File: config.mk
export PLATFORM = sky130hd
export DESIGN_NAME = bmhq_ctrl
export DESIGN_NICKNAME = d
export VERILOG_FILES = /design/src/rtl/core/bmhq_pkg.sv /design/src/rtl/core/bmhq_ctrl.sv
export SDC_FILE = /design/constraint.sdc
export NUM_CORES = 1
export LEC_CHECK = 0
export BUFFER_PORTS_ARGS = -buffer_cell sky130_fd_sc_hd__buf_4
export CORE_AREA = 4 4 41 43
export DETAILED_ROUTE_END_ITERATION = 12
export DIE_AREA = 0 0 45 47
export PLACE_DENSITY = 0.68
export SYNTH_ARGS = -nofsm -noshare
export SYNTH_HDL_FRONTEND = slang
export SYNTH_SLANG_ARGS = --single-unit
File: constraint.sdc
create_clock -name clk -period 1.8 [get_ports clk]
set_clock_uncertainty 0.2 [all_clocks]
set_input_delay 0.09 -clock clk [delete_from_list [all_inputs] [get_ports clk]]
set_output_delay 0.09 -clock clk [all_outputs]
set_load 0.005 [all_outputs]
File: src/rtl/core/bmhq_pkg.sv
package bmhq_pkg;

  localparam int CAPACITY_DEF = 1024;
  localparam int ID_BITS_DEF  = 10;

  localparam int ID_FIELD_W = 10;
  localparam int KEY_W      = 32;
  localparam int STATUS_W   = 2;
  localparam int OCC_W      = 11;

  typedef enum logic {
    FUNC_PUSH = 1'b0,
    FUNC_POP  = 1'b1
  } func_t;

  typedef enum logic [STATUS_W-1:0] {
    STAT_DONE  = 2'd0,
    STAT_FULL  = 2'd1,
    STAT_EMPTY = 2'd2
  } status_t;

  typedef struct packed {
    func_t                   func;
    logic [ID_FIELD_W-1:0]   item_id;
    logic signed [KEY_W-1:0] key;
  } in_word_t;

  typedef struct packed {
    logic [ID_FIELD_W-1:0]   out_id;
    logic signed [KEY_W-1:0] out_key;
    status_t                 status;
    logic [OCC_W-1:0]        occupancy;
  } out_word_t;

  typedef enum logic [3:0] {
    S_IDLE,
    S_UP_CHK,
    S_UP_CMP,
    S_DN_ROOT,
    S_DN_LAST,
    S_DN_CHK,
    S_DN_LEFT,
    S_DN_RIGHT,
    S_DONE
  } state_t;

  typedef enum logic [2:0] {
    RD_ROOT,
    RD_LAST,
    RD_PARENT,
    RD_LEFT,
    RD_RIGHT
  } rd_sel_t;

  typedef enum logic [1:0] {
    WR_ENTRY,
    WR_RDATA,
    WR_WINNER
  } wr_sel_t;

  // Controller to datapath.
  typedef struct packed {
    logic    start_push;
    logic    start_pop;
    logic    set_full;
    logic    set_empty;
    logic    rd_en;
    rd_sel_t rd_sel;
    logic    wr_en;
    wr_sel_t wr_sel;
    logic    pos_up;
    logic    pos_dn;
    logic    ld_last;
    logic    ld_top;
    logic    ld_child;
    logic    with_right;
    logic    ld_out;
  } cmd_t;

  // Datapath to controller.
  typedef struct packed {
    logic is_pop;
    logic full;
    logic empty;
    logic pos_zero;
    logic up_less;
    logic left_out;
    logic right_in;
    logic dn_stop;
    logic out_free;
  } flags_t;

endpackage

File: src/rtl/core/bmhq_ctrl.sv
module bmhq_ctrl (
  input  logic            clk,
  input  logic            rst_n,
  input  logic            in_valid,
  output logic            in_stall,
  input  bmhq_pkg::flags_t flags,
  output bmhq_pkg::cmd_t   cmd
);

  import bmhq_pkg::*;

  state_t state_r, state_nxt;

  always_ff @(posedge clk) begin
    if (!rst_n) begin
      state_r <= S_IDLE;
    end else begin
      state_r <= state_nxt;
    end
  end

  assign in_stall = !rst_n || (state_r != S_IDLE);

  always_comb begin
    state_nxt = state_r;
    cmd       = '0;
    cmd.rd_sel = RD_ROOT;
    cmd.wr_sel = WR_ENTRY;
    case (state_r)
      S_IDLE: begin
        if (in_valid) begin
          if (!flags.is_pop) begin
            if (flags.full) begin
              cmd.set_full = 1'b1;
              state_nxt    = S_DONE;
            end else begin
              cmd.start_push = 1'b1;
              state_nxt      = S_UP_CHK;
            end
          end else begin
            if (flags.empty) begin
              cmd.set_empty = 1'b1;
              state_nxt     = S_DONE;
            end else begin
              cmd.start_pop = 1'b1;
              cmd.rd_en     = 1'b1;
              cmd.rd_sel    = RD_ROOT;
              state_nxt     = S_DN_ROOT;
            end
          end
        end
      end
      S_UP_CHK: begin
        if (flags.pos_zero) begin
          cmd.wr_en  = 1'b1;
          cmd.wr_sel = WR_ENTRY;
          state_nxt  = S_DONE;
        end else begin
          cmd.rd_en  = 1'b1;
          cmd.rd_sel = RD_PARENT;
          state_nxt  = S_UP_CMP;
        end
      end
      S_UP_CMP: begin
        cmd.wr_en = 1'b1;
        if (flags.up_less) begin
          cmd.wr_sel = WR_RDATA;
          cmd.pos_up = 1'b1;
          state_nxt  = S_UP_CHK;
        end else begin
          cmd.wr_sel = WR_ENTRY;
          state_nxt  = S_DONE;
        end
      end
      S_DN_ROOT: begin
        cmd.ld_top = 1'b1;
        if (flags.empty) begin
          state_nxt = S_DONE;
        end else begin
          cmd.rd_en  = 1'b1;
          cmd.rd_sel = RD_LAST;
          state_nxt  = S_DN_LAST;
        end
      end
      S_DN_LAST: begin
        cmd.ld_last = 1'b1;
        state_nxt   = S_DN_CHK;
      end
      S_DN_CHK: begin
        if (flags.left_out) begin
          cmd.wr_en  = 1'b1;
          cmd.wr_sel = WR_ENTRY;
          state_nxt  = S_DONE;
        end else begin
          cmd.rd_en  = 1'b1;
          cmd.rd_sel = RD_LEFT;
          state_nxt  = S_DN_LEFT;
        end
      end
      S_DN_LEFT: begin
        if (flags.right_in) begin
          cmd.ld_child = 1'b1;
          cmd.rd_en    = 1'b1;
          cmd.rd_sel   = RD_RIGHT;
          state_nxt    = S_DN_RIGHT;
        end else begin
          cmd.wr_en = 1'b1;
          if (flags.dn_stop) begin
            cmd.wr_sel = WR_ENTRY;
            state_nxt  = S_DONE;
          end else begin
            cmd.wr_sel = WR_WINNER;
            cmd.pos_dn = 1'b1;
            state_nxt  = S_DN_CHK;
          end
        end
      end
      S_DN_RIGHT: begin
        cmd.with_right = 1'b1;
        cmd.wr_en      = 1'b1;
        if (flags.dn_stop) begin
          cmd.wr_sel = WR_ENTRY;
          state_nxt  = S_DONE;
        end else begin
          cmd.wr_sel = WR_WINNER;
          cmd.pos_dn = 1'b1;
          state_nxt  = S_DN_CHK;
        end
      end
      S_DONE: begin
        if (flags.out_free) begin
          cmd.ld_out = 1'b1;
          state_nxt  = S_IDLE;
        end
      end
      default: begin
        state_nxt = S_IDLE;
      end
    endcase
  end

endmodule

# Yosys cells after proc, flatten, opt, wreduce, memory -nomap -nowiden

Cells that the tools add are included.
W data, S select, Z words.

Add/subtract/negate cells: 0
Multipliers: 0
Div/mod/pow operators: 0
Magnitude comparators: 0
Eq/ne operators: 10
Shifts and indexed selects: 0
Mux-type cells: 46
Bitwise logic cells: 0
Reduce and logical (&&, ||, !) cells: 5

Operators by type and width:

| kind                 | number |
|---|---|
| $mux W4              | 17 |
| $pmux W4 S9          | 1 |
| $pmux W4 S5          | 1 |
| $mux W1              | 19 |
| $eq A4 B3 Y1 const B | 4 |
| $pmux W3 S5          | 1 |
| $mux W3              | 3 |
| $eq A4 B2 Y1 const B | 2 |
| $mux W8              | 1 |
| $mux W5              | 1 |
| $eq A4 B1 Y1 const B | 1 |
| $eq A4 B4 Y1 const B | 1 |
| $logic_not A4 Y1     | 1 |
| $ne A2 B2 Y1 const B | 2 |
| $reduce_bool A4 Y1   | 1 |
| $mux W2              | 1 |
| $pmux W1 S2          | 1 |
| $reduce_and A2 Y1    | 1 |
| $logic_not A1 Y1     | 1 |
| $logic_or A1 B1 Y1   | 1 |

Bits in registers: 4
Bits in latches: 0
RAM bits: 0
Memory bits (read-only): 0
Input port bits: 12
Output and inout port bits: 19
Word-level logic and storage cells: 62
Memories kept: 0

# Logic depth before layout (Yosys ltp)

Depth after elaboration: 4
Gate-level depth with buffers: 5
Mapped depth without buffers: 4

# Worst setup path before layout

No wires, ideal clock.

Path type: register -> output
From: register state_r[3]
To: output port cmd[13] in the netlist's numbering
Data arrival time: 1,208 ps
Data required time: 1,510 ps
Slack: 302 ps
Stages on the path, launching flop included: 6
Path through: dfxtp_1 -> buf_2 -> nor4_4 -> nand3_1 -> nor2b_1 -> o21ai_1

RTL lines:

| item                   | RTL line        | RTL |
|---|---|---|
| start, declared        | bmhq_ctrl.sv:12 | `state_t state_r, state_nxt;` |
| start signal, assigned | bmhq_ctrl.sv:18 | `state_r <= state_nxt;` |
| end, declared          | bmhq_ctrl.sv:7  | `output bmhq_pkg::cmd_t cmd` |

==> out/metrics.csv <==
stage,metric,value,unit
die,Die Footprint,0.002115,mm²
die,initial core utilization,36.15,%
detailed_routing,Post-Route WL,1757,µm
detailed_routing,uppermost routed layer,met4,
sta,final period utilization,97.32,%
cts,CTS tree,done,
place,routability congestion estimate,0.7994,
detailed_routing,drt first pass iters,4,
sta,Final setup violation count,0,
yosys,Post-synth EDFFs,0,
yosys,mean post-synth cell area,6.534,µm²
yosys,synthesized flop and latch total,4,
sta,top achievable clock speed,570.8,MHz
cells_and_area,final core area utilization,65.96,%
cts,Worst-path clk slew,0.04,ns
detailed_routing,Residual DRC,0,
sta,Tightest Pin Transition,0.3411,ns
worst_setup_path,Reg-to-Reg Start,state_r[2]$_SDFFE_PN0P_,
yosys,post-synth cell types,27,
yosys,warnings from Yosys,0,
place,placed cell areas,732.0,µm²
cells_and_area,Top reg by flops,state_r,
grt,vias in the first global route,611,
grt,first-pass GRT wire length,2587,µm
cells_and_area,Finished Cell Area,858.3,µm²
worst_setup_path,CP max FO,6,
worst_setup_path,R2R Path End,state_r[3]$_SDFFE_PN0P_,
place,dpl cells,118,
cells_and_area,final std cells w/o fill,129,
detailed_routing,routed len/inst,13.62,µm
yosys,Post-synth top flop,dfxtp_1,
die,die height,47,µm
die,Row Count,13,
worst_setup_path,r2r setup slk,0.10,ns
cts,clk sinks,4,
sta,final setup margin,0.04821,ns
cts,clk_lat worst skew,0.24,ns
worst_setup_path,Critical Path Sink,cmd[13],
detailed_routing,wire length on met2,825,µm
flow_run,Max Cap Violations,0,
cells_and_area,nets,128,
pwr,leakage power,0.4637,nW
detailed_routing,met1 wire length,741,µm
cells_and_area,max reg flops,4,
detailed_routing,Initial DRC Count,11,
die,CORE AREA,0.001301,mm²
place,Final HPWL DP,1255,µm
grt,largest net degree at the start of global routing,14,
die,Horiz. Die Dim,45,µm
place,"worst slack, placed",0.1476,ns
yosys,"FFs w/ async S/R, synth",0,%
place,Port Buf Inserts,30,
sta,Final Critical Period,1.752,ns
worst_setup_path,CP Launch Type,register,
cells_and_area,layout cell share with drive strength beyond 1,48.25,%
sta,final hold vios,0,
pwr,total chip power,427.1,µW
cells_and_area,Largest regs,state_r x4,
cells_and_area,ant diodes,0,
detailed_routing,via-per-instance ratio,5.457,
grt,initial antenna violation count,0,
cts,Num CTS Buffers,3,
worst_setup_path,critical path capture point type,primary output,
cts,Root Buffer,clkbuf_4,
yosys,post-synthesis sequential area ratio,17.02,%
yosys,Netlist Area Pre-Place,470.5,µm²
pwr,VDD IR max,0.2838,mV
worst_setup_path,worst-case reg-to-reg path depth,5,
worst_setup_path,WS Path Type,reg -> out,
die,Ports,31,
cts,H-tree depth,1,
cts,clock tree buffer depth,2,
yosys,Syn Nets,84,
detailed_routing,Met3 Wirelength,129,µm
detailed_routing,vias,704,
detailed_routing,post-route ant nets,0,
sta,Pins Over Slew Limit,0,
sta,Slew headroom,77.14,%
pwr,PwrDens,497.6,mW/mm²
sta,RSZ-0062 raised after global routing,true,
yosys,Syn Inst Count,72,
worst_setup_path,Critical Path RT,1.51,ns
grt,gr usage total,16.60,%
worst_setup_path,arrival time at the worst endpoint,1.46,ns
grt,grt ovf,0,
cells_and_area,Filler cells,122,
hold_path,hold crit path type,in -> reg,
outcome,run status,completed,
cells_and_area,Layout area overhead,82.45,%
worst_setup_path,CP startpoint,state_r[2]$_SDFFE_PN0P_,
==> per-stage QoR <==
step | hold slack [ns] | setup TNS (ns)
after floorplan | 0.01110 | 0
after CTS | 0.06117 | 0
after global routing | 0.1134 | -0.07696
after detailed placement | 0.2157 | 0
after global placement | 0.2168 | 0
final | 0.07700 | 0
==> report_power, final <==
group / total, mW / internal (mW) / switching, mW
logic: 0.199 / 0.112 / 0.0873
clock network: 0.110 / 0.0745 / 0.0357
registers: 0.118 / 0.0971 / 0.0206
total: 0.427 / 0.283 / 0.144
==> cells in the mapped netlist (2+ instances only) <==
| cell | count | share of area (%) |
|---|---|---|
| a21oi_1 | 6 | 6.4 |
| inv_1 | 5 | 4.0 |
| nor2b_1 | 5 | 6.6 |
| buf_2 | 4 | 4.3 |
| nand3_1 | 2 | 2.1 |
| o211a_1 | 2 | 4.3 |
| o21ai_0 | 3 | 3.2 |
| nor3_1 | 5 | 5.3 |
| and3_1 | 5 | 6.6 |
| nor2_1 | 7 | 5.6 |
| o21ai_1 | 2 | 2.1 |
| dfxtp_1 | 4 | 17 |
| nand2_1 | 8 | 6.4 |
==> cell type report <==
| type | instances | area, µm² | share of cell area (%) |
|---|---|---|---|
| Multi-Input combinational cell | 59 | 380.4 | 44.31 |
| Timing Repair Buffer | 43 | 327.8 | 38.19 |
| Sequential cell | 4 | 90.09 | 10.50 |
| Clock buffer | 3 | 22.52 | 2.624 |
| Inverter | 5 | 18.77 | 2.187 |
| Tap cell | 15 | 18.77 | 2.187 |
==> timing repair <==
item	in CTS	in global routing
endpoints found under the hold margin	3	0
hold buffers	3	0
endpoints found under the setup margin	5	5
resized for setup	5	8
pin swaps	2	3
buffers inserted	0	5
==> worst min path at each step <==
stage / startpoint / endpoint / slack [ns] / depth (start not counted)
finish: flags[0] / state_r[3]$_SDFFE_PN0P_ / 0.08 / 4
global route: flags[0] / state_r[3]$_SDFFE_PN0P_ / 0.11 / 4
floorplan: flags[6] / cmd[16] / 0.01 / 1
global placement: rst_n / state_r[2]$_SDFFE_PN0P_ / 0.22 / 3
CTS: flags[0] / state_r[3]$_SDFFE_PN0P_ / 0.06 / 4
detailed placement: flags[8] / state_r[1]$_SDFFE_PN0P_ / 0.22 / 3
==> layout by cell type, fill, tap and decap left out, drive strengths merged <==
cell type    synthesis  final
and3                 5      5
nor2b                5      5
and2                 1      1
a32oi                1      1
nor4                 2      2
dfxtp                4      4
o21ai                5      5
clkbuf               0      3
o31a                 1      1
inv                  5      5
nand4b               1      1
a21oi                6      6
nor2                 7      7
o211a                2      2
or4                  1      1
a31oi                1      1
nand3                3      3
a211oi               1      1
mux2                 1      1
nor3                 5      5
nor3b                1      1
buf                  4     40
nand2                8      8
nand2b               1      1
dlygate4sd3          0      3
o22ai                1      1
==> logic make-up (layout without fill, tap and decap cells) <==
kind of cell	count (synthesis)	in the layout	share of synthesized area, %
muxes	1	1	2.393
DFF	4	4	17.02
AOI/OAI and AO/OA	18	18	23.94
buffers and inverters	9	51	8.245
and+or+nand+nor	40	40	48.41
==> worst max-delay path, cell delays in order, from the launching register on <==
cell     delay [ns]
dfxtp_4        0.36
nor4_4         0.33
nand3_2        0.14
nor2b_4        0.14
o21ai_1        0.13
buf_4          0.12
==> metal layers <==
layer	vias to the layer above	track usage, %
li1	343	-
met1	321	20.73
met2	32	28.25
met3	8	2.682
met4	0	7.018
met5	-	0
Power figures use the tool's default switching activity.
